## src/hw/rtl/crr_pkg.sv

```systemverilog
// Shared types and constants for the creep RPM request ramp.
// No dependencies; used by creep_rpm_request_ramp.
`default_nettype none

package crr_pkg;

    // Item kind carried on s_tuser
    typedef enum logic [1:0] {
        MODE_POLL   = 2'd0,
        MODE_FRAME  = 2'd1,
        MODE_STROKE = 2'd2
    } mode_t;

    // Creep state
    typedef enum logic [1:0] {
        PHASE_WAIT = 2'd0,
        PHASE_RAMP = 2'd1,
        PHASE_HOLD = 2'd2
    } phase_t;

    // Configuration register indexes
    typedef enum logic [1:0] {
        CFG_MIN_CREEP_RPM = 2'd0,
        CFG_RAMP_STEP     = 2'd1,
        CFG_RELEASE_DELAY = 2'd2
    } cfg_index_t;

    localparam int RPM_W  = 14;
    localparam int STEP_W = 8;
    localparam int TICK_W = 16;
    localparam int BYTE_W = 8;

    // Frame byte 5 value that leaves engine start enabled
    localparam logic [BYTE_W-1:0] LOCK_OPEN_CODE = 8'h40;

    localparam logic [RPM_W-1:0]  MIN_CREEP_RESET = 14'd900;
    localparam logic [STEP_W-1:0] RAMP_STEP_RESET = 8'd10;
    localparam logic [TICK_W-1:0] REL_DELAY_RESET = 16'd100;

endpackage

`default_nettype wire

```

## src/hw/rtl/creep_rpm_request_ramp.sv

```systemverilog
// Creep RPM request ramp: top level, input register plus state/result registers.
// Depends on crr_pkg.
`default_nettype none

// Keeps the minimum idle RPM requested on behalf of the transmission. Each input
// transfer is a main-loop poll, a received status frame or an engine stroke event
// (s_tuser). A frame with a nonzero request byte starts a request, either ramping
// up from the measured RPM or straight at min_creep_rpm; frames while the request
// stands refresh the hold stamp; stroke events ramp the request up by ramp_step,
// or, once the request is withdrawn and release_delay ticks have gone by, down
// towards zero. Cranking (polls and frames) clears the request. Every input
// transfer yields exactly one result transfer carrying the state after that item.
// Throughput is one item per cycle unless m_tready holds back the result. An item
// passes through the input register, then the state registers, which also form
// the result register. The state update is a single add/compare pass, so the
// only loop is state -> next state. Configuration writes are always accepted
// (cfg_ready is tied high) and take effect at the next edge.
module creep_rpm_request_ramp (
    input  wire logic        aclk,
    input  wire logic        aresetn,
    // configuration write channel
    input  wire logic        cfg_valid,
    output logic             cfg_ready,
    input  wire logic [1:0]  cfg_index,
    input  wire logic [15:0] cfg_data,
    // input stream
    input  wire logic        s_tvalid,
    output logic             s_tready,
    // [0] cranking, [14:1] measured_rpm, [30:15] now_tick,
    // [38:31] request_byte, [46:39] lock_byte, [47] zero
    input  wire logic [47:0] s_tdata,
    // [1:0] mode
    input  wire logic [1:0]  s_tuser,
    // result stream
    output logic             m_tvalid,
    input  wire logic        m_tready,
    // [13:0] requested_rpm, [14] start_locked, [16:15] creep_phase, [23:17] zero
    output logic [23:0]      m_tdata
);

    localparam int RPM_W  = crr_pkg::RPM_W;
    localparam int STEP_W = crr_pkg::STEP_W;
    localparam int TICK_W = crr_pkg::TICK_W;
    localparam int BYTE_W = crr_pkg::BYTE_W;

    // configuration registers
    logic [RPM_W-1:0]  min_rpm_reg;
    logic [STEP_W-1:0] step_reg;
    logic [TICK_W-1:0] delay_reg;

    // input register
    logic              in_valid_reg;
    crr_pkg::mode_t    in_mode_reg;
    logic              in_crank_reg;
    logic [RPM_W-1:0]  in_rpm_reg;
    logic [TICK_W-1:0] in_now_reg;
    logic [BYTE_W-1:0] in_req_reg;
    logic [BYTE_W-1:0] in_lock_reg;

    // creep state; also the result register
    logic              out_valid_reg;
    crr_pkg::phase_t   phase_reg, phase_next;
    logic [RPM_W-1:0]  request_reg, request_next;
    logic [TICK_W-1:0] hold_reg, hold_next;
    logic              lock_reg, lock_next;

    logic              advance;
    logic [RPM_W:0]    ramp_sum;
    logic [TICK_W-1:0] since_hold;

    // item moves from input register into state when the result slot is free
    assign advance   = in_valid_reg && (!out_valid_reg || m_tready);
    assign s_tready  = !in_valid_reg || advance;
    assign cfg_ready = 1'b1;

    assign m_tvalid = out_valid_reg;
    assign m_tdata  = {7'd0, phase_reg, lock_reg, request_reg};

    // ---------------------------------------------------------------------
    // Configuration
    // ---------------------------------------------------------------------
    always_ff @(posedge aclk) begin
        if (!aresetn) begin
            min_rpm_reg <= crr_pkg::MIN_CREEP_RESET;
            step_reg    <= crr_pkg::RAMP_STEP_RESET;
            delay_reg   <= crr_pkg::REL_DELAY_RESET;
        end else if (cfg_valid && cfg_ready) begin
            case (crr_pkg::cfg_index_t'(cfg_index))
                crr_pkg::CFG_MIN_CREEP_RPM: min_rpm_reg <= cfg_data[RPM_W-1:0];
                crr_pkg::CFG_RAMP_STEP:     step_reg    <= cfg_data[STEP_W-1:0];
                crr_pkg::CFG_RELEASE_DELAY: delay_reg   <= cfg_data[TICK_W-1:0];
                default: ; // unused index: write dropped
            endcase
        end
    end

    // ---------------------------------------------------------------------
    // Input register
    // ---------------------------------------------------------------------
    always_ff @(posedge aclk) begin
        if (!aresetn) begin
            in_valid_reg <= 1'b0;
        end else if (s_tready) begin
            in_valid_reg <= s_tvalid;
        end
    end

    always_ff @(posedge aclk) begin
        if (s_tvalid && s_tready) begin
            in_mode_reg  <= crr_pkg::mode_t'(s_tuser);
            in_crank_reg <= s_tdata[0];
            in_rpm_reg   <= s_tdata[14:1];
            in_now_reg   <= s_tdata[30:15];
            in_req_reg   <= s_tdata[38:31];
            in_lock_reg  <= s_tdata[46:39];
        end
    end

    // ---------------------------------------------------------------------
    // Next state
    // ---------------------------------------------------------------------
    always_comb begin
        phase_next   = phase_reg;
        request_next = request_reg;
        hold_next    = hold_reg;
        lock_next    = lock_reg;
        ramp_sum     = {1'b0, request_reg} + {{(RPM_W+1-STEP_W){1'b0}}, step_reg};
        since_hold   = in_now_reg - hold_reg;   // wraps mod 2^16

        // cranking wipes the request before a frame is looked at
        if ((in_mode_reg == crr_pkg::MODE_POLL || in_mode_reg == crr_pkg::MODE_FRAME)
            && in_crank_reg) begin
            request_next = '0;
            phase_next   = crr_pkg::PHASE_WAIT;
        end

        case (in_mode_reg)
            crr_pkg::MODE_FRAME: begin
                lock_next = (in_lock_reg != crr_pkg::LOCK_OPEN_CODE);
                if (phase_next == crr_pkg::PHASE_WAIT) begin
                    if (in_req_reg != '0) begin
                        if (in_rpm_reg < min_rpm_reg) begin
                            request_next = in_rpm_reg;
                            phase_next   = crr_pkg::PHASE_RAMP;
                        end else begin
                            request_next = min_rpm_reg;
                            phase_next   = crr_pkg::PHASE_HOLD;
                        end
                    end
                end else begin
                    // ramp reached target: hold
                    if (phase_next == crr_pkg::PHASE_RAMP && request_next >= min_rpm_reg) begin
                        phase_next = crr_pkg::PHASE_HOLD;
                    end
                    hold_next = in_now_reg;
                    if (in_req_reg == '0) begin
                        phase_next = crr_pkg::PHASE_WAIT;
                    end
                end
            end
            crr_pkg::MODE_STROKE: begin
                if (phase_reg == crr_pkg::PHASE_RAMP) begin
                    if (ramp_sum <= {1'b0, min_rpm_reg}) begin
                        request_next = ramp_sum[RPM_W-1:0];
                    end else begin
                        request_next = min_rpm_reg;
                    end
                end else if (phase_reg == crr_pkg::PHASE_WAIT && since_hold > delay_reg) begin
                    if (request_reg >= {{(RPM_W-STEP_W){1'b0}}, step_reg}) begin
                        request_next = request_reg - {{(RPM_W-STEP_W){1'b0}}, step_reg};
                    end else begin
                        request_next = '0;
                    end
                end
            end
            default: ; // poll (cranking handled above) or unused kind
        endcase
    end

    // ---------------------------------------------------------------------
    // State / result register
    // ---------------------------------------------------------------------
    always_ff @(posedge aclk) begin
        if (!aresetn) begin
            out_valid_reg <= 1'b0;
            phase_reg     <= crr_pkg::PHASE_WAIT;
            request_reg   <= '0;
            hold_reg      <= '0;
            lock_reg      <= 1'b0;
        end else begin
            if (advance) begin
                out_valid_reg <= 1'b1;
                phase_reg     <= phase_next;
                request_reg   <= request_next;
                hold_reg      <= hold_next;
                lock_reg      <= lock_next;
            end else if (m_tready) begin
                out_valid_reg <= 1'b0;
            end
        end
    end

    // ---------------------------------------------------------------------
    // Assertions
    // ---------------------------------------------------------------------
    // input stalls only when both stages are full and the result is held
    assert property (@(posedge aclk) disable iff (!aresetn)
        !s_tready |-> (in_valid_reg && out_valid_reg && !m_tready))
        else $error("input stalled with room in the pipeline");

    // a ramping stroke never overshoots the target
    assert property (@(posedge aclk) disable iff (!aresetn)
        (advance && in_mode_reg == crr_pkg::MODE_STROKE && phase_reg == crr_pkg::PHASE_RAMP)
        |=> (request_reg <= $past(min_rpm_reg)))
        else $error("ramp overshot minimum creep RPM");

    // cranking poll clears the request
    assert property (@(posedge aclk) disable iff (!aresetn)
        (advance && in_mode_reg == crr_pkg::MODE_POLL && in_crank_reg)
        |=> (request_reg == '0 && phase_reg == crr_pkg::PHASE_WAIT))
        else $error("cranking did not clear request");

    // lock follows the frame's lock byte
    assert property (@(posedge aclk) disable iff (!aresetn)
        (advance && in_mode_reg == crr_pkg::MODE_FRAME)
        |=> (lock_reg == ($past(in_lock_reg) != crr_pkg::LOCK_OPEN_CODE)))
        else $error("start lock does not match frame");

    // a result goes out only after an item has moved into the state
    assert property (@(posedge aclk) disable iff (!aresetn)
        $rose(m_tvalid) |-> $past(advance))
        else $error("result valid without an item");

endmodule

`default_nettype wire
```

## config.mk

```make
export PLATFORM = sky130hd
export DESIGN_NAME = creep_rpm_request_ramp
export DESIGN_NICKNAME = d
export VERILOG_FILES = /design/src/hw/rtl/crr_pkg.sv /design/src/hw/rtl/creep_rpm_request_ramp.sv
export SDC_FILE = /design/constraint.sdc
export NUM_CORES = 1
export LEC_CHECK = 0
export ABC_AREA = 1
export BUFFER_PORTS_ARGS = -buffer_cell sky130_fd_sc_hd__buf_2
export CAP_MARGIN = 20
export CORE_ASPECT_RATIO = 0.6
export CORE_MARGIN = 3
export CORE_UTILIZATION = 30
export CTS_CLUSTER_SIZE = 16
export DETAILED_ROUTE_END_ITERATION = 8
export PLACE_DENSITY = 0.45
export SETUP_SLACK_MARGIN = 0.05
export SLEW_MARGIN = 10
export SYNTH_ARGS = -nofsm -noshare
export SYNTH_HDL_FRONTEND = slang
export SYNTH_SLANG_ARGS = --single-unit
```

## constraint.sdc

```tcl
create_clock -name aclk -period 3.7 [get_ports aclk]
set_input_delay 0.74 -clock aclk [delete_from_list [all_inputs] [get_ports aclk]]
set_output_delay 0.74 -clock aclk [all_outputs]
set_load 0.03 [all_outputs]
```

### Word-level counts from Yosys, hierarchy flattened

Index checks and enable logic that the tools add are counted.

* register bits after elaboration: 122
* bits of input ports: 73
* output and inout port bits: 27
* word-level logic and storage cells: 71

* add/sub/neg operators: 3
* $lt $le $gt $ge: 5
* equal/unequal tests: 7
* multiplexer cells: 18
* bitwise operators: 1
* reduce and logical (&&, ||, !) cells: 22

Operator list (count)
* 14-bit 2-to-1 mux: 8
* 14-bit one-hot mux with 2 select lines: 1
* 16-bit > comparator: 1
* 16-bit subtractor: 1
* 14-bit by 8-bit adder with 15-bit output: 1
* 15-bit by 14-bit <= comparator with 1-bit output: 1
* 14-bit >= comparator: 1
* 14-bit by 8-bit >= comparator with 1-bit output: 1
* 14-bit less-than comparator: 1
* 2-bit 2-to-1 mux: 7
* 14-bit by 8-bit subtractor with 14-bit output: 1
* 2-bit by 1-bit equality test with 1-bit output, second input constant: 4
* 2-bit logical NOT: 4
* 8-bit logical NOT: 1
* 8-bit by 7-bit inequality test with 1-bit output, second input constant: 1
* 2-bit AND reduction: 4
* 8-bit nonzero test: 1
* 1-bit logical AND: 5
* 2-bit equality test, second input constant: 2
* 1-bit logical OR: 3
* 3-bit AND reduction: 1
* 1-bit logical NOT: 2
* 1-bit 2-to-1 mux: 2
* 2-bit nonzero test: 1
* 1-bit NOT: 1

### Logic depth before layout (Yosys ltp)

* word-level depth: 10
* gate-level depth with buffers: 27
* depth with buffers taken out: 26

### Worst setup path before layout

Ideal clock, no wire load.

* path type: register -> register
* start point: reg in_now_reg[0]
* end point: reg request_reg[12]
* library setup time: 142 ps
* arrival time: 3226 ps
* required time: 3558 ps
* slack: 332 ps
* stages on the path, launching flop included: 28
* buffers on the path: 1
* clock period less this slack: 3368 ps
* cell sequence: edfxtp_1 > inv_1 > ha_1 > fa_1 > inv_1 > a31oi_1 > o21bai_1 > nand2_1 > nand2_1 > a21oi_1 > o21ai_0 > xor2_1 > inv_1 > ha_1 > nand2_1 > nor3_2 > nand2_1 > nand2_1 > nand2_1 > buf_2 > nand2_1 > nand2_1 > nor2_1 > nor2_1 > nand2_1 > nand2_1 > nand2_1 > a21oi_2

* word-level cells in the longest chain between the ends: 6

Ends and longest elaborated chain
* start, declared: RTL line creep_rpm_request_ramp.sv:56 `logic [TICK_W-1:0] in_now_reg;`
* start signal, assigned: RTL line creep_rpm_request_ramp.sv:113 `in_now_reg <= s_tdata[30:15];`
* 16-bit subtractor: RTL line creep_rpm_request_ramp.sv:128 `since_hold = in_now_reg - hold_reg;`
* 16-bit > comparator: RTL line creep_rpm_request_ramp.sv:168 `end else if (phase_reg == crr_pkg::PHASE_WAIT && since_hold > delay_reg) begin`
* 1-bit logical AND: RTL line creep_rpm_request_ramp.sv:168
* 14-bit 2-to-1 mux: RTL line creep_rpm_request_ramp.sv:168
* 14-bit 2-to-1 mux: RTL line creep_rpm_request_ramp.sv:162 `if (phase_reg == crr_pkg::PHASE_RAMP) begin`
* 14-bit one-hot mux with 2 select lines: RTL line creep_rpm_request_ramp.sv:137 `case (in_mode_reg)`
* end signal, assigned: RTL line creep_rpm_request_ramp.sv:194 `request_reg <= request_next;`
* end, declared: RTL line creep_rpm_request_ramp.sv:63 `logic [RPM_W-1:0] request_reg, request_next;`

No other way between the ends.
A chain may end at the register's enable or synchronous reset.

### Final worst setup path

* start point: reg in_now_reg[5]
* end point: reg request_reg[13]

Same word-level chain as after synthesis.

==> impl_metrics.env <==
export IMPL_synth_edf_count=49
export IMPL_grt_max_degree=50
export IMPL_clkSinkCount=122
export IMPL_ys_ff_latch=122
export IMPL_port_buffers=90
export IMPL_crit_fanout=7
export IMPL_wl_um=32200
export IMPL_syn2layout_area_growth_pct=24.42
export IMPL_dp_cells=1744
export IMPL_r2r_slack_ps=-20
export IMPL_rows=48
export IMPL_ys_async_sr_fraction_pct=0
export IMPL_yosys_area_top_type="edfxtp_1"
export IMPL_synth_ff_type="dfxtp_1"
export IMPL_io_pins=100
export IMPL_peakVddDrop_mv=0.2699
export IMPL_cts_buffers=17
export IMPL_start_util_pct=30.76
export IMPL_crit_type="reg2reg"
export IMPL_total_power_mw=4.559
export IMPL_grt_pass1_wl_um=48310
export IMPL_finalMaxSlewViolations=0
export IMPL_r2r_end="request_reg[13]"
export IMPL_h_tree_depth=4
export IMPL_vias_per_cell=4.858
export IMPL_cp_required_ps=3990
export IMPL_worstPathArrival_ps=4000
export IMPL_clock_path_buffers=2
export IMPL_skew_ps=11.40
export IMPL_p_leak_nw=5.117
export IMPL_finalWorstSetupSlack_ps=-17.34
export IMPL_die_w_um=228.9
export IMPL_endpoint_kind="register"
export IMPL_hpwl_um=24740
export IMPL_finalSetupTns_ps=-18.46
export IMPL_antenna_found_initial=4
export IMPL_crit_end="request_reg[13]"
export IMPL_drtIter0Drc=848
export IMPL_clk_latency_ps=440
export IMPL_fin_crit_ps=3717
export IMPL_first_pass_iters=5
export IMPL_postSynthCellCount=1241
export IMPL_ys_types=48
export IMPL_max_freq_mhz=269.0
export IMPL_gp_congestion=0.9188
export IMPL_hold_viol=0
export IMPL_start_kind="register"
export IMPL_multi_input_area_um2=5449
export IMPL_drt_drc_violations_left=0
export IMPL_grt_pass1_vias=7912
export IMPL_rsz0062_at_grt="true"
export IMPL_clk_pin_slew_ps=60
export IMPL_core_um2=29070
export IMPL_drv_cap=0
export IMPL_slew_headroom_pct=25.51
export IMPL_dieArea_um2=31980
export IMPL_status="finished, violations left"
export IMPL_vias=8695
export IMPL_yosys_warnings=0
export IMPL_worstHoldPathType="reg2reg"
export IMPL_cts_tree="yes"
export IMPL_syn_avg_cell_area_um2=7.206
export IMPL_clockRootBuffer="clkbuf_16"
export IMPL_synth_area_um2=8942
export IMPL_gr_total_overflow=0
export IMPL_final_cells=1790
export IMPL_finalNetCount=1544
export IMPL_yosys_top_cells_area="edfxtp_1 (16%), dfxtp_1 (16%), nand2_1 (13%)"
export IMPL_synth_top_cell_area_share_pct=16.45
export IMPL_period_share_pct=100.5
export IMPL_place_ws_ps=-188.5
export IMPL_reg2reg_from="in_now_reg[5]"
export IMPL_worstRegToRegCells=25
export IMPL_yosysSeqAreaShare_pct=32.80
export IMPL_drive_gt1_share_pct=21.09
export IMPL_ant_nets=0
export IMPL_crit_start="in_now_reg[5]"
export IMPL_fp_dieH_um=139.7
export IMPL_violations="negative setup slack"
export IMPL_grt_use_total_pct=20.06
export IMPL_wire_per_inst_um=17.99
export IMPL_regArea_um2=2933
export IMPL_power_density_nw_per_um2=409.8
export IMPL_setup_violations=2
export IMPL_tightestPinTransition_ps=1110
export IMPL_nFillCells=3078
## how the worst min path moves through the flow
| stage | endpoint | start | cells past startpoint | slack, ps |
|---|---|---|---|---|
| CTS | in_req_reg[5] | s_tdata[36] | 1 | 450 |
| global route | in_rpm_reg[8] | s_tdata[9] | 1 | 450 |
| detailed placement | hold_reg[12] | hold_reg[12] | 2 | 450 |
| global placement | hold_reg[13] | hold_reg[13] | 2 | 440 |
| floorplan | hold_reg[10] | hold_reg[10] | 2 | 430 |
| finish | hold_reg[12] | hold_reg[12] | 2 | 460 |
## metrics by stage
stage	utilization (%)	hold WS (ps)	cell area [um2]
2_1_floorplan	-	433.1	8965
3_3_place_gp	34.66	443.6	10080
3_5_place_dp	34.66	450.8	10080
4_1_cts	37.40	454.1	10870
5_1_grt	38.27	450.6	11120
6_report	38.27	458.9	11130
## cells in the mapped netlist, types with 4 or more instances
master    count
nand2_1     305
xor2_1       17
inv_2         8
dfxtp_1      73
nand4_1       8
nor2_1       76
o21ai_0      64
o211ai_1     11
buf_6         4
nand2_2       5
nor3_1        8
buf_2         8
ha_1         91
nand3_1     106
inv_1       156
a21oi_1     148
nor3_2        5
edfxtp_1     49
clkbuf_1     22
a21oi_2      12
buf_4        13
xnor2_1       7
## where the power goes
part           internal (mW)  switching (mW)  total, mW
logic                  0.469           0.842       1.31
clock network           1.07           0.661       1.73
registers               1.47          0.0441       1.51
total                   3.01            1.55       4.56
## layout make-up
type                       count  area share (%)
antenna                        1         0.02249
clock buffer                  20           4.015
clock inverter                11           1.327
inverter                     165           5.567
multi-input combinational    911           48.98
sequential                   122           26.36
tap                          400           4.498
timing repair buffer         160           9.233
## per-layer routing
layer	share of wire, %	vias up	track usage [%]
li1	-	4362	-
met1	54	3963	33.15
met2	34	346	23.53
met3	11	24	7.017
met4	0.94	0	3.956
met5	0	-	0
## worst max-delay path, cell delays in order, from the launching register on
cell	delay, ps
edfxtp_1	440
ha_4	280
a21oi_1	180
o21ai_0	90
o21bai_2	220
buf_4	140
buf_4	120
buf_4	120
buf_4	120
xnor2_1	130
inv_1	60
ha_1	290
nand3_2	100
nor3_4	230
nand2_1	100
nand2_2	120
nand2_4	90
buf_12	150
nand2_1	60
nand2_1	60
nor2_2	160
nor2_1	60
nand2_1	100
nand2_1	50
nand2_1	50
a21oi_1	50
## cell families (layout without fill, tap and decap cells)
logic type | Yosys count | after routing | share of synthesized area (%)
and+or+nand+nor | 531 | 531 | 25.80
AOI/OAI and AO/OA | 254 | 254 | 15.59
buffers and inverters | 214 | 356 | 9.976
DFF | 122 | 122 | 32.80
adders and majority gates | 94 | 94 | 13.40
xor gates and xnor gates | 24 | 24 | 2.351
other | 2 | 9 | 0.08398
## cells in the final DEF (no fill, tap or decap), types with 3 or more instances in the layout
master and n:
nor2_2 9, a21oi_2 24, nor3_2 4, nand2_4 4, a21o_1 3, ha_4 9
buf_4 63, buf_6 3, ha_1 82, xnor2_1 7, nand4_1 8, nor2_1 70
a21oi_1 136, o21ai_2 3, inv_1 152, nor3_1 8, o211ai_1 11, nand2_2 21
o21ai_0 59, clkinvlp_4 3, nand2_1 287, conb_1 8, nand3_2 6, buf_2 91
xor2_1 15, nand3_1 101, inv_2 12, o21ai_1 6, clkbuf_16 18, bufinv_16 3
edfxtp_1 49, dfxtp_1 73
## what timing repair did
| action | in CTS | in global routing |
|---|---|---|
| cloned | 1 | 1 |
| setup buffers | 5 | 6 |
| gates resized for setup | 34 | 40 |
| pin swaps | 14 | 27 |
| hold buffers | 0 | 0 |
| setup endpoints to repair | 14 | 14 |
Power figures use the tool's default switching activity.
